===== config.mk =====
export PLATFORM = sky130hd
export DESIGN_NAME = rbsi_merge
export DESIGN_NICKNAME = d
export VERILOG_FILES = /design/src/hw/rtl/ray_box_slab_intersection_assert.svh /design/src/hw/rtl/rbsi_pkg.sv /design/src/hw/rtl/rbsi_merge.sv
export SDC_FILE = /design/constraint.sdc
export NUM_CORES = 1
export LEC_CHECK = 0
export BUFFER_PORTS_ARGS = -buffer_cell sky130_fd_sc_hd__buf_2
export CORE_MARGIN = 4
export CORE_UTILIZATION = 30
export DETAILED_ROUTE_END_ITERATION = 12
export HOLD_SLACK_MARGIN = 0.08
export RECOVER_POWER = 25
export SYNTH_ARGS = -nofsm -noshare
export SYNTH_HDL_FRONTEND = slang
export SYNTH_SLANG_ARGS = --single-unit

===== constraint.sdc =====
create_clock -name clk -period 22 [get_ports clk]
set_input_delay 1.1 -clock clk [delete_from_list [all_inputs] [get_ports clk]]
set_output_delay 1.1 -clock clk [all_outputs]
set_load 0.1 [all_outputs]

===== src/hw/rtl/ray_box_slab_intersection_assert.svh =====
// assertion macros for the ray box slab test
`ifndef RAY_BOX_SLAB_INTERSECTION_ASSERT_SVH
`define RAY_BOX_SLAB_INTERSECTION_ASSERT_SVH

// same-cycle implication under synchronous reset
`define RBSI_ASSERT_SAME(lbl, ante, cons, msg) \
  lbl: assert property (@(posedge clk) disable iff (!rst_n) (ante) |-> (cons)) \
    else $error(msg);

// next-cycle implication under synchronous reset
`define RBSI_ASSERT_NEXT(lbl, ante, cons, msg) \
  lbl: assert property (@(posedge clk) disable iff (!rst_n) (ante) |=> (cons)) \
    else $error(msg);

`endif


===== src/hw/rtl/rbsi_pkg.sv =====
package rbsi_pkg;

  localparam int COORD_WIDTH = 32;
  localparam int FRAC_BITS   = 16;
  localparam int EPS_W       = 31;
  localparam int NUM_W       = COORD_WIDTH + 1 + FRAC_BITS;
  localparam int CMP_W       = (COORD_WIDTH > EPS_W) ? COORD_WIDTH : EPS_W;
  localparam int LANE_ST     = COORD_WIDTH + 2;
  localparam int PIPE_ST     = LANE_ST + 1;
  localparam int NUM_AXES    = 3;

  typedef logic signed [COORD_WIDTH-1:0] coord_t;
  typedef logic [EPS_W-1:0] eps_t;

  localparam coord_t T_MAX = {1'b0, {(COORD_WIDTH-1){1'b1}}};
  localparam coord_t T_MIN = {1'b1, {(COORD_WIDTH-1){1'b0}}};

  typedef struct packed {
    logic [COORD_WIDTH-1:0] rem;
    logic [COORD_WIDTH-1:0] w;
  } div_t;

  typedef struct packed {
    logic [COORD_WIDTH-1:0] dmag;
    logic                   neg_lo;
    logic                   neg_hi;
    logic                   ovf_lo;
    logic                   ovf_hi;
    logic                   par;
    logic                   ok;
  } meta_t;

  typedef struct packed {
    logic   par;
    logic   ok;
    coord_t tmin;
    coord_t tmax;
  } lane_res_t;

  // one restoring step, one quotient bit
  function automatic div_t div_step(div_t x, logic [COORD_WIDTH-1:0] dv);
    logic [COORD_WIDTH:0] t;
    logic                 q;
    div_t                 r;
    t = {x.rem, x.w[COORD_WIDTH-1]};
    q = (t >= {1'b0, dv});
    if (q) begin
      t = t - {1'b0, dv};
    end
    r.rem = t[COORD_WIDTH-1:0];
    r.w   = {x.w[COORD_WIDTH-2:0], q};
    return r;
  endfunction

  // apply sign and clamp to the coordinate range
  function automatic coord_t sat_q(logic [COORD_WIDTH-1:0] qm, logic neg, logic ovf);
    coord_t r;
    if (neg) begin
      if (ovf || (qm > {1'b1, {(COORD_WIDTH-1){1'b0}}})) begin
        r = T_MIN;
      end else begin
        r = coord_t'(~qm + 1'b1);
      end
    end else begin
      if (ovf || qm[COORD_WIDTH-1]) begin
        r = T_MAX;
      end else begin
        r = coord_t'(qm);
      end
    end
    return r;
  endfunction

endpackage


===== src/hw/rtl/rbsi_merge.sv =====
module rbsi_merge (
  input  logic                clk,
  input  logic                en,
  input  rbsi_pkg::lane_res_t res [rbsi_pkg::NUM_AXES],
  output logic                hit,
  output rbsi_pkg::coord_t    t_near,
  output rbsi_pkg::coord_t    t_far
);

  logic             hit_r, hit_nxt;
  rbsi_pkg::coord_t tn_r, tn_nxt, tf_r, tf_nxt;
  logic             done;

  // slabs in order x, y, z, stop at the first miss
  always_comb begin
    tn_nxt  = rbsi_pkg::T_MIN;
    tf_nxt  = rbsi_pkg::T_MAX;
    hit_nxt = 1'b1;
    done    = 1'b0;
    for (int a = 0; a < rbsi_pkg::NUM_AXES; a++) begin
      if (!done) begin
        if (res[a].par) begin
          if (!res[a].ok) begin
            hit_nxt = 1'b0;
            done    = 1'b1;
          end
        end else begin
          if (res[a].tmin > tn_nxt) begin
            tn_nxt = res[a].tmin;
          end
          if (res[a].tmax < tf_nxt) begin
            tf_nxt = res[a].tmax;
          end
          if (tn_nxt > tf_nxt) begin
            hit_nxt = 1'b0;
            done    = 1'b1;
          end
        end
      end
    end
  end

  always_ff @(posedge clk) begin
    if (en) begin
      hit_r <= hit_nxt;
      tn_r  <= tn_nxt;
      tf_r  <= tf_nxt;
    end
  end

  assign hit    = hit_r;
  assign t_near = tn_r;
  assign t_far  = tf_r;

endmodule


; ---- After elaboration in Yosys (flattened, before gate mapping)
; Cells that the tools add are included.
[word_totals]
regBits = 65
out_inout_bits = 65
input_bits = 200
elab_cells = 56
[classes]
magnitude_cmp = 9
n_mux = 44
[ops]
columns = operator, n
row1 = 2-to-1 mux 32 bit, 26
row2 = greater-than comparator 32 bit, 5
row3 = less-than comparator 32 bit, 2
row4 = "greater-than comparator 32 bit, second input constant", 1
row5 = "less-than comparator 32 bit, second input constant", 1
row6 = 2-to-1 mux 1 bit, 18

; ---- Logic depth before layout (Yosys ltp)
[logic_depth]
word_depth = 18
mapped_depth = 43
mapped_depth_nobuf = 38

; ---- Least setup slack after synthesis
; OpenSTA, ideal clock, no wires.
[synth_path]
path_type = input to register
startpoint = input res[197] (netlist bit)
endpoint = register hit_r, in the netlist hit, data pin
setup_slack_ps = 12262
n_path_buf = 6
setup_ps = 180
required_time_ps = 21820
arrival_ps = 9558
cell_stages = 42
path_cell_list = clkbuf_1 > clkbuf_1 > clkbuf_1 > nor2b_1 > inv_1 > ha_1 > a2111oi_0 > o221a_1 > o311ai_1 > a21o_1 > o31ai_1 > clkbuf_1 > clkbuf_1 > o21ai_0 > o21ai_0 > inv_1 > ha_1 > nand4_1 > [6 not listed] > o311ai_1 > nor3_2 > clkbuf_1 > nor2_1 > a21oi_1 > ha_1 > nor2b_1 > o21a_1 > o21a_1 > o21a_1 > o21a_1 > o21a_1 > o21a_1 > o21ai_0 > nand2_1 > a2111oi_0 > mux2_2 > a221oi_1
[synth_via]
elab_chain_len = 15
word_cells_on_any_way = 37
classes_between = 6 x order compare / 31 x mux
[synth_lines]
columns = element, line
row1 = start: declaration, rbsi_merge.sv:4  ; input rbsi_pkg::lane_res_t res [rbsi_pkg::NUM_AXES],
row2 = 2-to-1 mux 32 bit, rbsi_merge.sv:22  ; if (res[a].par) begin
row3 = greater-than comparator 32 bit or less-than comparator 32 bit (tied branches), "rbsi_merge.sv:28, rbsi_merge.sv:31"
row4 = 2-to-1 mux 32 bit (on tied branches), "rbsi_merge.sv:28, rbsi_merge.sv:31"
row5 = 2-to-1 mux 32 bit, rbsi_merge.sv:22
row6 = 2-to-1 mux 32 bit, rbsi_merge.sv:21  ; if (!done) begin
row7 = 2-to-1 mux 32 bit, rbsi_merge.sv:22
row8 = 2-to-1 mux 32 bit, rbsi_merge.sv:21
row9 = greater-than comparator 32 bit or less-than comparator 32 bit (tied branches), "rbsi_merge.sv:28, rbsi_merge.sv:31"
row10 = 2-to-1 mux 32 bit (on tied branches), "rbsi_merge.sv:28, rbsi_merge.sv:31"
row11 = 2-to-1 mux 32 bit, rbsi_merge.sv:22
row12 = 2-to-1 mux 32 bit, rbsi_merge.sv:21
row13 = greater-than comparator 32 bit, rbsi_merge.sv:34  ; if (tn_nxt > tf_nxt) begin
row14 = 2-to-1 mux 1 bit, rbsi_merge.sv:34
row15 = 2-to-1 mux 1 bit, rbsi_merge.sv:22
row16 = 2-to-1 mux 1 bit *, rbsi_merge.sv:21
row17 = net hit_nxt, rbsi_merge.sv:10  ; logic hit_r, hit_nxt;
row18 = end signal: assignment, rbsi_merge.sv:45  ; hit_r <= hit_nxt;
row19 = end: declaration, rbsi_merge.sv:10
; Mark *: on every way through the listed nets, which the timed path passes. The rest lies on a longest branch. The select of a mux whose other input is x is not followed.
; A chain may end at the register's enable or synchronous reset.

; ---- Worst setup path in the final report
[layout_path]
startpoint = input res[163] (netlist bit)
endpoint = register hit_r, in the netlist hit, data pin
[layout_via]
elab_chain_len = 18
word_cells_on_any_way = 37
classes_between = 7 x order compare / 30 x mux
[layout_lines]
columns = element, line
row1 = less-than comparator 32 bit, rbsi_merge.sv:31  ; if (res[a].tmax < tf_nxt) begin
row2 = 2-to-1 mux 32 bit *, rbsi_merge.sv:31
row3 = 2-to-1 mux 32 bit *, rbsi_merge.sv:22
row4 = 2-to-1 mux 32 bit, rbsi_merge.sv:22
row5 = less-than comparator 32 bit, rbsi_merge.sv:31
row6 = 2-to-1 mux 32 bit, rbsi_merge.sv:31
row7 = 2-to-1 mux 32 bit, rbsi_merge.sv:22
row8 = 2-to-1 mux 32 bit, rbsi_merge.sv:21
row9 = [3 not listed], n/a
row10 = 2-to-1 mux 32 bit, rbsi_merge.sv:31
row11 = 2-to-1 mux 32 bit, rbsi_merge.sv:22
row12 = 2-to-1 mux 32 bit, rbsi_merge.sv:21
row13 = greater-than comparator 32 bit, rbsi_merge.sv:34
row14 = 2-to-1 mux 1 bit, rbsi_merge.sv:34
row15 = 2-to-1 mux 1 bit, rbsi_merge.sv:22
row16 = 2-to-1 mux 1 bit *, rbsi_merge.sv:21
row17 = net hit_nxt, rbsi_merge.sv:10
; Marked as above.

==> results list <==
- The flow ran to the end, but the final reports show violations.
* Violated checks: max-capacitance violations, max-slew violations
* Global-route wire length before repair: 62.9 mm
- Summed over all failing endpoints, the final setup total negative slack is 0 ns.
- On the worst path, the slowest cell contributes a delay of between 0.9 and 1 ns.
- The clock period could shrink to around 11 ns.
- The routed layout has 10900 vias.
- Instance count of the mapped netlist: 1370
* Number of gates given a new drive strength after cts: 0
- In the final routed layout, each cell accounts on average for 21.7 um.
- After layout, the worst path uses about half of the clock period.
* Filler-free cell count of the finished design: 2040
- Area delta synth->final: 18.1%
- Antenna viol nets, final: 0
- Iteration-0 DRC count of the detailed router: 845
* H-tree levels: 3
- For this run, asynchronously set or reset flops after synthesis account for 0%.
- Setup repair after global routing missed its margin: false
* Root Driver: clkbuf_16
* Count of boundary I/O pins: about 270
* Share of the yosys chip area belonging to registers: 17.9%
* Number of buffers inserted by hold repair at cts: 0
* Placement Rows: 69
- After detailed routing, the total wire length is 44.3 mm.
- The initial antenna violation count came to 4.
* Post-synth top flop: edfxtp_1
- Number of vias per cell: 5.35
* RD Place Congestion: approximately 1
* HP Class: primary input to flip-flop
* Worst Setup Path Type: primary input to flip-flop
- In this run the worst path has a maximum fanout of 70.
- Library cells used by synthesis: 67
- Across the VDD grid, the largest voltage drop is between 0.00003 and 0.00004 V.
* Kind of end point of the critical path: flip-flop
- Required @ worst endpoint: 22.16 ns
- Sequential Area: 1950 sq um
* Clock transition at path regs: 0.06 ns
- For this design the ratio of total power to cell area is 67.1 nW/um^2.
* Pins Over Slew Limit: 66
- After legalization and detailed placement, the total HPWL measured 38.7 mm.
- The die is 199 um wide.
- The floorplan step defined a die boundary enclosing 39500 sq um.
- Util after Layout: 36.1%
- Crit path max-delay family: compound AO/OA/AOI/OAI gates
* Cell Count Post-Placement: approximately 2000
- The total overflow left after global routing is 0.
- Yosys synthesis warning count: 0
- For the pin with the worst max-slew slack, the measured transition is about 3.5 ns.
- Based on the critical path, the design can be clocked at up to 89.8 MHz.
* Critical path launch point type: primary input
* Post-synthesis instance area: 10900 sq um
* Number of enable-type register cells in the synthesized netlist: between 60 and 70
- A synthesized cell averages 7.98 sq um.
* Most frequent standard cell in the layout excluding fill and tap cells: buf_2
- Counting the buffers created by CTS gives 9.
- In this run the tightest slew margin relative to its limit is -135%.
- Entering global routing, the biggest net connects 90 pins.
- The net count of the finished layout is between 1500 and 2000.
* Initial cell density of the core: 30.6%
- CTS tree: built
- Final setup violating endpoints: 0
- Clock tree synthesis found a total of 65 sinks.
- Number of design rule violations left after detail routing: 0
* Number of synthesized register bits: 65
- Core region area: 35700 sq um
- Maximum clock path buffer count: 2
* First-pass detailed-route iteration total: 5
- Number of global-route vias before repair: 10500
- On the critical path, the stage with the largest delay is an instance of or4_2.
- The final count of hold timing violations came to 0.
- Post-Synthesis Net Count: about 1800
* Arrival time of the worst setup path: 11.29 ns
* Fraction of final layout cells sized beyond drive strength 1: around a fifth
* Maximum capacitance violations: 1
- Die Y-Extent: 199 um
* Cell leakage power: ~0.0066 uW
- Area of the multi-input gates: about 8000 sq um
- Number of fillers in the final layout: 3779
- The most numerous cell type found on the critical path is o21a_1.
- For this run, the total global-route usage over all layers was measured as 21.4%.
- In this run the tool buffered the top-level ports with about 260 buffer cells.
- Together, buffers and inverters on the worst path number 5.
- Count of buffers added by post-CTS timing repair for setup: 0
* Leading cell types in the layout, fill and taps excluded: buf_2 (264), ha_1 (218), inv_1 (172)
## flip-flops by register name (all words and copies together) (netlist names)
| name | count |
|---|---|
| hit | 1 |
| t_far | 32 |
| t_near | 32 |
## logic make-up (layout without fill, tap and decap cells)
kind of cell	Yosys count	count (layout)	share of synthesized area, %
buf+inv	255	460	8.86
mux	134	134	13.0
xor+xnor	3	3	0.240
simple gates	336	336	15.1
other cells	0	4	0
compound gates	358	358	19.8
flops	65	65	17.9
fa+ha+maj	219	219	25.1
## final timing paths
kind	from	end	depth (start not counted)
worst max-delay path	res[163]	hit	38
worst min-delay path	res[24]	t_far[24]	2
## layer usage
| metal | part of all wire (%) | up-vias | global-route usage [%] |
|---|---|---|---|
| li1 | - | 5310 | - |
| met1 | 44 | 5062 | 28.7 |
| met2 | 45 | 450 | 34.8 |
| met3 | 6.9 | 81 | 2.71 |
| met4 | 4.3 | 2 | 8.89 |
| met5 | 0.018 | - | 0 |
## Yosys cell counts, drive strengths merged (4+ instances only)
| cell type | instances | area, sq um |
|---|---|---|
| ha | 218 | 2730 |
| inv | 172 | 646 |
| o21ai | 170 | 851 |
| nand2b | 10 | 62.6 |
| nand4 | 42 | 263 |
| nor4 | 7 | 50.1 |
| buf | 10 | 48.8 |
| and3 | 6 | 37.5 |
| nand3 | 15 | 75.1 |
| and2 | 4 | 25.0 |
| mux2i | 68 | 681 |
| clkbuf | 73 | 274 |
| nor3 | 15 | 90.1 |
| a221oi | 4 | 35.0 |
| mux2 | 66 | 743 |
| a211oi | 7 | 52.6 |
| o211ai | 9 | 67.6 |
| a21o | 52 | 390 |
| nor2b | 36 | 225 |
| edfxtp | 65 | 1950 |
| nor2 | 65 | 244 |
| o21a | 11 | 82.6 |
| nand2 | 119 | 447 |
| a21oi | 64 | 320 |
| a2111oi | 4 | 35.0 |
| o31ai | 4 | 30.0 |
## power breakdown
group | switching [uW] | leakage, uW | internal (uW) | total, uW
Sequential | 4.59 | 0.000634 | 161 | 166
Clock | 54.4 | 0.000154 | 98.6 | 153
Combinational | 381 | 0.00582 | 167 | 548
## per-stage QoR
stage | cell area [sq um] | power, uW | hold WS (ns) | setup slack, ns
3_5_place_dp | 12600 | 709 | 1.43 | 10.66
4_1_cts | 12900 | 866 | 1.09 | 10.99
5_1_grt | 12900 | 922 | 1.10 | 9.98
2_1_floorplan | 10900 | 563 | 1.21 | 12.26
3_3_place_gp | 12600 | 704 | 1.44 | 10.68
6_report | 12900 | 866 | 1.10 | 10.87
## area by class of cell
type	instances	share of cell area, %
flip-flops and latches	65	15.1
multi-input cells	1050	62.3
well taps	461	4.47
diodes	4	0.0775
repair buffers	272	10.7
inverters	172	5.00
clock buffers	10	1.77
clock inverters	6	0.640
Power figures use the tool's default switching activity.
